## src/hw/rtl/ttli_pkg.sv

```systemverilog
// Package for the time table linear interpolator.
// It holds the operation and status codes, the controller states and the
// command and status structs shared by the controller and the datapath.
`timescale 1ns / 1ps

package ttli_pkg;

  localparam int TIME_W    = 32;
  localparam int VAL_W     = 16;
  localparam int RES_W     = 24;
  localparam int FRAC_W    = 8;
  localparam int NUM_W     = 56;
  localparam int QUO_W     = 24;
  localparam int DIV_STEPS = 24;
  localparam int DIV_CNT_W = 5;
  localparam int IN_DATA_W = 48;
  localparam int IN_USER_W = 2;
  localparam int OUT_USER_W = 4;

  typedef enum logic [1:0] {
    OP_CLEAR  = 2'd0,
    OP_APPEND = 2'd1,
    OP_QUERY  = 2'd2,
    OP_NONE   = 2'd3
  } op_t;

  typedef enum logic [2:0] {
    ST_OK    = 3'd0,
    ST_EMPTY = 3'd1,
    ST_SPAN  = 3'd2,
    ST_FULL  = 3'd3,
    ST_ORDER = 3'd4
  } status_t;

  typedef enum logic [2:0] {
    RD_FIRST = 3'd0,
    RD_LAST  = 3'd1,
    RD_MID   = 3'd2,
    RD_IDX   = 3'd3,
    RD_PREV  = 3'd4
  } rd_sel_t;

  typedef enum logic [1:0] {
    RES_STATUS = 2'd0,
    RES_HIT    = 2'd1,
    RES_INTERP = 2'd2
  } res_sel_t;

  typedef enum logic [3:0] {
    S_IDLE,
    S_DISPATCH,
    S_APP_CMP,
    S_Q_FIRST,
    S_Q_LAST,
    S_SRCH_RD,
    S_SRCH_CMP,
    S_Q_NEXT,
    S_Q_PREV,
    S_MUL,
    S_DIV_INIT,
    S_DIV,
    S_RESULT
  } state_t;

  typedef struct packed {
    logic     load;
    logic     clear_cnt;
    logic     rd_en;
    rd_sel_t  rd_sel;
    logic     wr_first;
    logic     wr_over;
    logic     wr_new;
    logic     srch_init;
    logic     srch_step;
    logic     cap_next;
    logic     cap_prev;
    logic     mul_start;
    logic     div_init;
    logic     div_step;
    logic     set_res;
    res_sel_t res_sel;
    status_t  res_code;
    logic     out_load;
  } cmd_t;

  typedef struct packed {
    op_t  op;
    logic cnt_zero;
    logic cnt_full;
    logic key_eq_rd;
    logic key_lt_rd;
    logic key_gt_rd;
    logic srch_done;
    logic div_done;
    logic out_free;
  } sts_t;

endpackage

```

## src/hw/rtl/ttli_ctrl.sv

```systemverilog
// Controller state machine of the time table linear interpolator.
// It sequences table updates, the search, the division and the result.
// Depends on ttli_pkg.
`timescale 1ns / 1ps

module ttli_ctrl (
  input  logic          clk,
  input  logic          rst,
  input  logic          s_tvalid,
  output logic          s_tready,
  input  ttli_pkg::sts_t sts,
  output ttli_pkg::cmd_t cmd
);

  ttli_pkg::state_t state;
  ttli_pkg::state_t state_next;

  always_ff @(posedge clk) begin
    if (rst) begin
      state <= ttli_pkg::S_IDLE;
    end else begin
      state <= state_next;
    end
  end

  always_comb begin
    state_next = state;
    cmd        = '0;
    s_tready   = 1'b0;
    unique case (state)
      ttli_pkg::S_IDLE: begin
        s_tready = 1'b1;
        if (s_tvalid) begin
          cmd.load   = 1'b1;
          state_next = ttli_pkg::S_DISPATCH;
        end
      end
      ttli_pkg::S_DISPATCH: begin
        unique case (sts.op)
          ttli_pkg::OP_CLEAR: begin
            cmd.clear_cnt = 1'b1;
            cmd.set_res   = 1'b1;
            cmd.res_code  = ttli_pkg::ST_OK;
            state_next    = ttli_pkg::S_RESULT;
          end
          ttli_pkg::OP_APPEND: begin
            if (sts.cnt_zero) begin
              cmd.wr_first = 1'b1;
              cmd.set_res  = 1'b1;
              cmd.res_code = ttli_pkg::ST_OK;
              state_next   = ttli_pkg::S_RESULT;
            end else begin
              cmd.rd_en  = 1'b1;
              cmd.rd_sel = ttli_pkg::RD_LAST;
              state_next = ttli_pkg::S_APP_CMP;
            end
          end
          ttli_pkg::OP_QUERY: begin
            if (sts.cnt_zero) begin
              cmd.set_res  = 1'b1;
              cmd.res_code = ttli_pkg::ST_EMPTY;
              state_next   = ttli_pkg::S_RESULT;
            end else begin
              cmd.rd_en  = 1'b1;
              cmd.rd_sel = ttli_pkg::RD_FIRST;
              state_next = ttli_pkg::S_Q_FIRST;
            end
          end
          ttli_pkg::OP_NONE: begin
            cmd.set_res  = 1'b1;
            cmd.res_code = ttli_pkg::ST_OK;
            state_next   = ttli_pkg::S_RESULT;
          end
          default: begin
            state_next = ttli_pkg::S_IDLE;
          end
        endcase
      end
      ttli_pkg::S_APP_CMP: begin
        cmd.set_res = 1'b1;
        if (sts.key_eq_rd) begin
          cmd.wr_over  = 1'b1;
          cmd.res_code = ttli_pkg::ST_OK;
        end else if (sts.key_lt_rd) begin
          cmd.res_code = ttli_pkg::ST_ORDER;
        end else if (sts.cnt_full) begin
          cmd.res_code = ttli_pkg::ST_FULL;
        end else begin
          cmd.wr_new   = 1'b1;
          cmd.res_code = ttli_pkg::ST_OK;
        end
        state_next = ttli_pkg::S_RESULT;
      end
      ttli_pkg::S_Q_FIRST: begin
        if (sts.key_lt_rd) begin
          cmd.set_res  = 1'b1;
          cmd.res_code = ttli_pkg::ST_SPAN;
          state_next   = ttli_pkg::S_RESULT;
        end else begin
          cmd.rd_en  = 1'b1;
          cmd.rd_sel = ttli_pkg::RD_LAST;
          state_next = ttli_pkg::S_Q_LAST;
        end
      end
      ttli_pkg::S_Q_LAST: begin
        if (sts.key_gt_rd) begin
          cmd.set_res  = 1'b1;
          cmd.res_code = ttli_pkg::ST_SPAN;
          state_next   = ttli_pkg::S_RESULT;
        end else begin
          cmd.srch_init = 1'b1;
          state_next    = ttli_pkg::S_SRCH_RD;
        end
      end
      ttli_pkg::S_SRCH_RD: begin
        cmd.rd_en = 1'b1;
        if (sts.srch_done) begin
          cmd.rd_sel = ttli_pkg::RD_IDX;
          state_next = ttli_pkg::S_Q_NEXT;
        end else begin
          cmd.rd_sel = ttli_pkg::RD_MID;
          state_next = ttli_pkg::S_SRCH_CMP;
        end
      end
      ttli_pkg::S_SRCH_CMP: begin
        cmd.srch_step = 1'b1;
        state_next    = ttli_pkg::S_SRCH_RD;
      end
      ttli_pkg::S_Q_NEXT: begin
        cmd.cap_next = 1'b1;
        if (sts.key_eq_rd) begin
          cmd.set_res  = 1'b1;
          cmd.res_sel  = ttli_pkg::RES_HIT;
          cmd.res_code = ttli_pkg::ST_OK;
          state_next   = ttli_pkg::S_RESULT;
        end else begin
          cmd.rd_en  = 1'b1;
          cmd.rd_sel = ttli_pkg::RD_PREV;
          state_next = ttli_pkg::S_Q_PREV;
        end
      end
      ttli_pkg::S_Q_PREV: begin
        cmd.cap_prev = 1'b1;
        state_next   = ttli_pkg::S_MUL;
      end
      ttli_pkg::S_MUL: begin
        cmd.mul_start = 1'b1;
        state_next    = ttli_pkg::S_DIV_INIT;
      end
      ttli_pkg::S_DIV_INIT: begin
        cmd.div_init = 1'b1;
        state_next   = ttli_pkg::S_DIV;
      end
      ttli_pkg::S_DIV: begin
        if (sts.div_done) begin
          cmd.set_res  = 1'b1;
          cmd.res_sel  = ttli_pkg::RES_INTERP;
          cmd.res_code = ttli_pkg::ST_OK;
          state_next   = ttli_pkg::S_RESULT;
        end else begin
          cmd.div_step = 1'b1;
        end
      end
      ttli_pkg::S_RESULT: begin
        if (sts.out_free) begin
          cmd.out_load = 1'b1;
          state_next   = ttli_pkg::S_IDLE;
        end
      end
      default: begin
        state_next = ttli_pkg::S_IDLE;
      end
    endcase
  end

endmodule

```

## config.mk

```make
export PLATFORM = sky130hd
export DESIGN_NAME = ttli_ctrl
export DESIGN_NICKNAME = d
export VERILOG_FILES = /design/src/hw/rtl/ttli_pkg.sv /design/src/hw/rtl/ttli_ctrl.sv
export SDC_FILE = /design/constraint.sdc
export NUM_CORES = 1
export LEC_CHECK = 0
export BUFFER_PORTS_ARGS = -buffer_cell sky130_fd_sc_hd__buf_2
export CAP_MARGIN = 0
export CORE_ASPECT_RATIO = 0.6
export CORE_MARGIN = 3
export CORE_UTILIZATION = 25
export DETAILED_ROUTE_END_ITERATION = 7
export PLACE_DENSITY = 0.59
export SYNTH_ARGS = -nofsm -noshare
export SYNTH_HDL_FRONTEND = slang
export SYNTH_SLANG_ARGS = --single-unit
export TNS_END_PERCENT = 100
```

## constraint.sdc

```tcl
create_clock -name clk -period 1.9 [get_ports clk]
set_clock_uncertainty 0.2 [all_clocks]
set_input_delay 0.475 -clock clk [delete_from_list [all_inputs] [get_ports clk]]
set_output_delay 0.475 -clock clk [all_outputs]
set_load 0.005 [all_outputs]
```

==> metrics.md <==
| Metric | Value |
|---|---|
| Status | finished, violations left |
| Violated checks | negative setup slack |
| CORE AREA | 2360 sq um |
| CP top delay family | adder cells |
| N_diodes | 0 |
| Hold Path Origin | rst |
| Setup crit start kind | input port |
| Fin crit period | 2130 ps |
| Crit-path max FO | 4 |
| Critical path class | input port to output port |
| Final Hold Fails | 0 |
| Via count | 1078 |
| Vias per inst | 5.26 |
| Reg clk slew, reported paths | 30 ps |
| Post-synthesis cell area | 673 sq um |
| Start point of the critical path | sts[9] |
| Dpl hpwl | 2.18 mm |
| First-pass GRT wire length | 4.96 mm |
| Reg with most FFs | state |
| CP cell instances | buf_8 -> inv_4 -> ha_4 -> nor2b_4 -> o21ai_2 -> a21oi_2 -> nand2_1 -> buf_2 |
| Slew HR | 76.6% |
| Die area | 3370 sq um |
| Synth Area in Simple Gates | 45.5% |
| Post-synthesis xor/xnor area fraction | 0% |
| Slowest cell on the critical path | ha_4 |
| Hold Crit Class | input port to flop |
| Worst VDD drop | 0.582 mV |
| Slew @ Worst Pin | 348 ps |
| Adder-cell share of the synthesized area | 7.43% |
| Die Y | 46.2 microns |
| Total power draw | 1700 uW |
| CTS tree | built |
| Count of cell types in the netlist | 34 |
| Worst path max stage delay | 250 ps |
| # rows | 13 |
| Post-synth net total | 123 |
| Yosys warning count | 0 |
| Mux cell area share after synthesis | 0% |
| Post-Syn Instances | 106 |
| #FFs+latches synth | 4 |
| Top Registers | state (4) |
| Initial antenna violation count | 0 |
| Buf+Inv Stages, Crit Path | 3 |
| Buffers added on ports | 36 |
| Clk sinks | 4 |
| Drt first pass iters | 4 |
| Max Slew Vio Count | 0 |
| Final Util | 61.0% |
| CTS Buf Count | 3 |
| CP required | 1220 ps |
| Clk Latency, worst-skew pair | 220 ps |
| Final ANT Viol Nets | 0 |
| Max reg flops | 4 |
| RSZ-0062 raised after global routing | yes |
| Synth Area in Compound Gates | 23.8% |
| Register area share after synthesis | 11.9% |
| Fin nets | 194 |
| Total track usage | 19.4% |
| Dpl cells | 189 |
| GRT Residual Overflow | 0 |
| Worst r2r src | state[1] |
| Setup TNS | -1090 ps |
| Routed WL per cell | 16.1 microns |
| Pwr Density | 1180 nW/um^2 |
| Clk buf depth | 2 |
| Pin count of the biggest net entering global routing | 11 |
| WL final | 3.30 mm |
| Setup crit end kind | output port |
| PnR worst setup slack | -234 ps |
| Leak | 0.000696 uW |
| Arr. time, crit path | 1460 ps |
| Largest family of logic cells by synthesized area | simple AND/OR/NAND/NOR gates |
| Final Wtd Congestion | 0.863 |
| Fin cells | 205 |
| H-tree Lvls | 1 |
| Vias in the first global route | 1030 |
| Max Clk Rate | 469 MHz |
| Area growth syn-to-layout | 114% |
| Die X-Extent | 73.0 microns |
| Final setup vio count | 11 |
| Share of layout cells above drive strength 1 | 65.7% |
| Initial Utilization | 28.5% |
| # Max-Cap Violations | 0 |
| CTS Hold Bufs | 0 |
| Final period util | 112% |
| Clock root cell | clkbuf_8 |
| I/O pins | 37 |
| DRC | 0 |
| Starting DRT DRC Count | 44 |
| Mean area per synthesized cell | 6.35 sq um |
## per-layer routing
metal / track usage (%) / routed length (microns) / vias up
li1: - / - / 515
met1: 24.8 / 1450 / 498
met2: 32.3 / 1540 / 55
met3: 5.01 / 218 / 10
met4: 5.51 / 84 / 0
met5: 0 / 0 / -
## timing repair
item                                    CTS  global route
pin swaps                                15            15
setup buffers                             7             8
resized for setup                        42            28
endpoints found under the setup margin   23            22
## cells by family (layout without fill, tap and decap cells)
group                      after synthesis  in the layout
buffers and inverters                   15             84
DFF                                      4              4
adders and majority gates                4              4
and+or+nand+nor                         56             56
AOI/OAI and AO/OA                       27             27
## per-stage QoR
stage / setup slack, ps / hold slack (ps) / instance area, sq um
6_report: -234 / 263 / 1440
2_1_floorplan: 2.25 / 344 / 681
3_3_place_gp: -258 / 483 / 1040
4_1_cts: -210 / 257 / 1300
3_5_place_dp: -303 / 492 / 1040
5_1_grt: -276 / 271 / 1440
## power breakdown
part,internal (uW),switching (uW)
Combinational,686,646
Sequential,132,53.6
Clock,135,47.1
Total,953,747
## cells in the mapped netlist
| library cell | n | area share, % |
|---|---|---|
| nor2_1 | 15 | 8.4 |
| a221oi_1 | 1 | 1.3 |
| inv_1 | 8 | 4.5 |
| a21oi_1 | 11 | 8.2 |
| or3_1 | 1 | 0.93 |
| nor3_2 | 1 | 1.5 |
| nor4_1 | 1 | 0.93 |
| nand3b_1 | 1 | 1.1 |
| and2_1 | 1 | 0.93 |
| nor3_1 | 8 | 5.9 |
| nand4b_1 | 1 | 1.3 |
| nor2_2 | 1 | 0.93 |
| o31ai_1 | 4 | 4.5 |
| nor3b_1 | 1 | 1.1 |
| nand4bb_1 | 1 | 1.7 |
| o22ai_1 | 1 | 0.93 |
| buf_2 | 4 | 3.0 |
| or2_1 | 2 | 1.9 |
| dfxtp_1 | 4 | 12 |
| or4_1 | 1 | 1.1 |
| buf_6 | 2 | 3.3 |
| a211oi_1 | 1 | 1.1 |
| clkbuf_1 | 1 | 0.56 |
| nand3_1 | 2 | 1.5 |
| nor4_2 | 1 | 1.9 |
| a21o_1 | 1 | 1.1 |
| nand2b_1 | 8 | 7.4 |
| nor2b_1 | 2 | 1.9 |
| and3_1 | 2 | 1.9 |
| o211ai_1 | 1 | 1.1 |
| ha_1 | 4 | 7.4 |
| a31oi_1 | 2 | 1.9 |
| o21ai_0 | 5 | 3.7 |
| nand2_1 | 6 | 3.3 |
## cells in the final DEF, fill, tap and decap left out, types with 2 or more instances in the layout
cell	count
a21oi_1	9
a21oi_2	2
a31oi_1	2
buf_2	32
buf_4	27
buf_6	11
buf_8	2
clkbuf_8	3
dfxtp_4	4
ha_1	3
inv_1	6
inv_4	2
nand2_1	5
nand2b_1	4
nand2b_4	4
nand3_1	2
nor2_1	8
nor2_2	5
nor2_4	3
nor3_2	7
o21ai_0	4
o31ai_1	3
or2_4	2
## worst reg2reg max path: stages (launching register included)
cell	delay, ps
dfxtp_4	380
buf_6	140
nand4b_1	140
a21oi_2	240
a21oi_2	70
buf_4	140
buf_4	120
buf_4	120
a21oi_1	100
## layout make-up
cell class / count / area [sq um]
Clock buffer: 3 / 41.3
Tap cell: 30 / 37.5
Fill cell: 219 / 921
Inverter: 8 / 35.0
Timing Repair Buffer: 73 / 537
Multi-Input combinational cell: 87 / 692
Sequential cell: 4 / 95.1
## final timing paths
kind / endpoint / slack [ps] / depth (start not counted)
max reg2reg: state[3] / 170 / 8
min: state[1] / 260 / 2
min reg2reg: state[3] / 500 / 3
max: cmd[6] / -230 / 8
Power figures use the tool's default switching activity.
